File: src/hdl/cfvg_div_cell.sv
// One restoring-division cell: one quotient bit per cycle while en is high, handed to the next cell.
`timescale 1ns / 1ps
module cfvg_div_cell #(
  parameter int W = 17,
  parameter int N = 16
) (
  input  logic         clk,
  input  logic         en,
  input  logic [W-1:0] rem_i,
  input  logic [W-1:0] div_i,
  input  logic [N-1:0] num_i,
  input  logic [N-1:0] quo_i,
  output logic [W-1:0] rem_o,
  output logic [W-1:0] div_o,
  output logic [N-1:0] num_o,
  output logic [N-1:0] quo_o
);
  logic [W:0]   trial;
  logic         ge;
  logic [W-1:0] rem_nxt;
  logic [W-1:0] rem_r;
  logic [W-1:0] div_r;
  logic [N-1:0] num_r;
  logic [N-1:0] quo_r;

  // Bring in the next numerator bit and subtract the divisor where it fits.
  assign trial   = {rem_i, num_i[N-1]};
  assign ge      = (trial >= {1'b0, div_i});
  assign rem_nxt = ge ? W'(trial - {1'b0, div_i}) : W'(trial);

  always_ff @(posedge clk) begin
    if (en) begin
      rem_r <= rem_nxt;
      div_r <= div_i;
      num_r <= {num_i[N-2:0], 1'b0};
      quo_r <= {quo_i[N-2:0], ge};
    end
  end

  assign rem_o = rem_r;
  assign div_o = div_r;
  assign num_o = num_r;
  assign quo_o = quo_r;
endmodule

File: config.mk
export PLATFORM = sky130hd
export DESIGN_NAME = cfvg_div_cell
export DESIGN_NICKNAME = d
export VERILOG_FILES = /design/src/hdl/cfvg_div_cell.sv
export SDC_FILE = /design/constraint.sdc
export NUM_CORES = 1
export LEC_CHECK = 0
export BUFFER_PORTS_ARGS = -buffer_cell sky130_fd_sc_hd__buf_2
export CAP_MARGIN = 25
export CELL_PAD_IN_SITES_DETAIL_PLACEMENT = 0
export CELL_PAD_IN_SITES_GLOBAL_PLACEMENT = 1
export CORE_AREA = 10 10 114 90
export DETAILED_ROUTE_END_ITERATION = 7
export DIE_AREA = 0 0 124 100
export PLACE_DENSITY_LB_ADDON = 0.1
export SLEW_MARGIN = 20
export SYNTH_ARGS = -nofsm -noshare
export SYNTH_HDL_FRONTEND = slang
export SYNTH_SLANG_ARGS = --single-unit
File: constraint.sdc
create_clock -name clk -period 4.2 [get_ports clk]
set_input_delay 0.84 -clock clk [delete_from_list [all_inputs] [get_ports clk]]
set_output_delay 0.84 -clock clk [all_outputs]
set_load 0.02 [all_outputs]
### After elaboration in Yosys (flattened, before gate mapping)

Index checks and enable logic that the tools add are counted.
W data, S select, Z words.

* flip-flop bits (word level): 65
* output and inout port bits: 66

* add/sub/neg operators: 1
* magnitude comparators: 1
* multiplexer cells: 1

Operators with widths (number)
* $ge A18 B17 Y1: 1
* $mux W17: 1
* $sub A17 B17 Y17: 1

### Longest topological paths before layout

* word-level depth: 2
* mapped depth: 12

### Least setup slack after synthesis

No wires, ideal clock.

* path kind: input-to-reg
* from: in num_i[15]
* to: reg rem_r[10] (netlist: rem_o[10]), data pin
* data arrival time: 2680 ps
* data required time: 3940 ps
* path slack: 1260 ps
* cell stages on the path: 12
* path through: inv_1 ha_1 inv_1 fa_1 a21oi_1 or3_4 a21oi_4 o21bai_4 and2_4 buf_12 inv_12 mux2_4

* word-level cells in the longest chain between the ends: 2
* elaborated cells on any way between the ends: 3

Ends and longest elaborated chain
* start, declared: RTL line 11 `input logic [N-1:0] num_i,`
* $ge A18 B17 Y1: RTL line 28 `assign ge = (trial >= {1'b0, div_i});`
* via ge: RTL line 19 `logic ge;`
* $mux W17: RTL line 29 `assign rem_nxt = ge ? W'(trial - {1'b0, div_i}) : W'(trial);`
* via rem_nxt[10]: RTL line 20 `logic [W-1:0] rem_nxt;`
* end signal, assigned: RTL line 33 `rem_r <= rem_nxt;`
* end, declared: RTL line 21 `logic [W-1:0] rem_r;`

The timed path passes the listed nets, and every way through them passes these cells.
A chain may end at the register's enable or synchronous reset.

### Worst setup path after layout

* from: in num_i[15]
* to: reg rem_r[3] (netlist: rem_o[3]), data pin

The elaborated chain is that of the path after synthesis.

==> out/results.ini <==
[power_and_ir_drop]
power.density_nw_per_um2 = 413.6
fin_total_pwr_mw = 1.708
vdd_ir_drop_max_mv = 0.2040
clockPowerShare_pct = 30.4
combPwrFrac_pct = 22.5
switching_power_mw = 0.4870
leakagePower_nw = 1.835
switching_fraction_of_total_power_pct = 28.51
internal-power_mw = 1.221
seq_power_share_pct = 47.0

[logic_synthesis]
syn_inst = 219
yosys_register_bits = 65
area_contributors_post_synth = sky130_fd_sc_hd__edfxtp_1, sky130_fd_sc_hd__ha_1, sky130_fd_sc_hd__mux2_4
synthDominantCellAreaShare_pct = 62.05
post_synth_instance_area_um2 = 3146
ys_seq_area_share_pct = 62.05
synth.net_count = 305
synth.yosys.warnings = 0
yosysUniqueCellTypes = 47
async_flop_share_pct = 0
postSynthAreaPerCell_um2 = 14.36
count_of_flip_flops_with_a_built_in_enable_after_synthesis = 65
synth_flop_cell = sky130_fd_sc_hd__edfxtp_1
synth_area_leader_cell = sky130_fd_sc_hd__edfxtp_1

[worst_setup_path]
cp.required_ns = 4.30
worst_setup_path_start_kind = primary input
worstSetupPathType = primary input to flop
worst_setup_path_end_kind = flop
path_max_fanout = 10
critical_path_arrival_ns = 3.04

[clock_network]
cts.sinks = 65
cts_buffer_depth = 2
post_cts_hold_buffer_count = 0
post_cts_buffers = 0
cts.root.buffer_cell = sky130_fd_sc_hd__clkbuf_8
post_cts_resized = 0
cts_buffers = 9
cts_max_level = 3
clk_pin_slew_worst_paths_ns = 0.07
cts_tree = done

[final_layout]
area_of_the_multi_input_gates_um2 = 1067
areaGrowthSynthToFinish_pct = 31.30
num-nets-final = 447
seq_area_um2 = 1952
final_common_cell = sky130_fd_sc_hd__buf_2
fin_cells = 474
antenna_cell_count = 0
share_of_cells_above_drive_strength_1_pct = 46.45
top_library_cells_by_usage_in_the_layout_fill_and_taps_aside = sky130_fd_sc_hd__buf_2, sky130_fd_sc_hd__edfxtp_1, sky130_fd_sc_hd__inv_1
fill_cells = 768
final_area_um2 = 4130
utilization_pct = 50.59

[global_routing]
grt_first_pass_wirelength_mm = 11.61
total_gr_overflow = 0
grt_start_max_net_pins = 47
grt_pass1_vias = 2358
grt_antenna_before_repair = 0
groute.usage.overall_pct = 12.04

[place]
dp_cell_count = 457
place.port_buffers = 131
place_congestion = 0.7716
place_worst_setup_slack_ns = 0.8824
detailed_place.area_um2 = 3916
place.detailed.hpwl_mm = 6.043

[sta]
worst_slack_ns = 1.265
fin_hold_ws_ns = 0.6653
final-max-slew-violation-count = 0
finalSetupViolCount = 0
layout_worst_path_cycle_share_pct = 69.88
clock.fmax_mhz = 340.7
totalNegativeSetupSlack_ns = 0
rsz_0062_raised_after_global_routing = false
period_minus_slack_ns = 2.935
timing.final.hold_violations = 0

[floorplan]
die_h_um = 100
floorplan.io_pins = 134
initial_utilization_pct = 38.53
core_um2 = 8164
floorplan.die.width_um = 124
fp.dieArea_um2 = 12400
row_count = 29

[route]
drc = 0
drt-total-wl_mm = 7.580
routedWlPerCell_um = 15.99
first_pass_iters = 4
via_count = 2206
dr_iter_0_viols = 163
antenna_left = 0
detail_route.vias_per_cell = 4.654

[job]
drv_cap = 0

[outcome]
run_status = complete, no violations

[min_path]
hp-class = primary input to flop

## state kept, by name (all words and copies together) (netlist names)
signal,cells
div_o,17
num_o,15
rem_o,17
quo_o,16
## kinds of logic after synthesis
group                    share of synthesized area (%)
AO/OA/AOI/OAI                                    11.22
XOR/XNOR                                         3.063
adder cells (fa/ha/maj)                          7.398
buffers and inverters                            4.018
flip-flops                                       62.05
multiplexers                                     5.091
other                                           0.1192
AND/OR/NAND/NOR                                  7.041
## synthesized netlist by cell type (2+ instances only)
cell                        number
sky130_fd_sc_hd__edfxtp_1       65
sky130_fd_sc_hd__inv_1          22
sky130_fd_sc_hd__ha_1           17
sky130_fd_sc_hd__a21oi_1        13
sky130_fd_sc_hd__mux2_4         10
sky130_fd_sc_hd__nand2_1         9
sky130_fd_sc_hd__xnor2_1         8
sky130_fd_sc_hd__nand3_1         7
sky130_fd_sc_hd__o21ai_0         7
sky130_fd_sc_hd__nor2_1          6
sky130_fd_sc_hd__nor3_1          4
sky130_fd_sc_hd__a21boi_0        3
sky130_fd_sc_hd__a21o_1          3
sky130_fd_sc_hd__and2_1          3
sky130_fd_sc_hd__nand2b_1        3
sky130_fd_sc_hd__o31ai_2         3
sky130_fd_sc_hd__xor2_1          3
sky130_fd_sc_hd__o21a_1          2
sky130_fd_sc_hd__o21bai_1        2
sky130_fd_sc_hd__o2bb2ai_1       2
## metal layers
metal	vias up	part of all wire, %	GRT usage, %
li1	1113	-	-
met1	998	43	14.19
met2	86	45	18.83
met3	9	11	5.552
met4	0	1.4	4.505
met5	-	0	0
## critical path, cell delays in order
cell	delay [ns]
sky130_fd_sc_hd__buf_2	0.10
sky130_fd_sc_hd__inv_1	0.04
sky130_fd_sc_hd__ha_1	0.15
sky130_fd_sc_hd__inv_1	0.05
sky130_fd_sc_hd__fa_1	0.39
sky130_fd_sc_hd__a21oi_1	0.26
sky130_fd_sc_hd__or3_4	0.19
sky130_fd_sc_hd__a21oi_4	0.06
sky130_fd_sc_hd__o21bai_4	0.24
sky130_fd_sc_hd__and2_4	0.32
sky130_fd_sc_hd__inv_12	0.08
sky130_fd_sc_hd__mux2_4	0.30
## path summary, 6_finish.rpt
check,from,endpoint,cells past startpoint
setup / recovery,num_i[15],rem_o[3]$_DFFE_PP_,12
hold / removal,num_i[9],num_o[10]$_DFFE_PP_,1
## area by class of cell
cell class / instances / share of cell area (%)
well taps: 108 / 3.272
multi-input cells: 129 / 25.84
repair buffers: 133 / 16.54
clock inverters: 7 / 1.696
clock buffers: 9 / 2.999
inverters: 23 / 2.393
flip-flops and latches: 65 / 47.26
## power groups by stage
stage / combinational [mW] / sequential, mW / clock (mW)
floorplan: 0.165 / 0.907 / 0
global placement: 0.387 / 0.817 / 0
detailed placement: 0.388 / 0.819 / 0
CTS: 0.390 / 0.805 / 0.544
global route: 0.422 / 0.811 / 0.570
finish: 0.385 / 0.804 / 0.520
(Power assumes the default switching activity.)
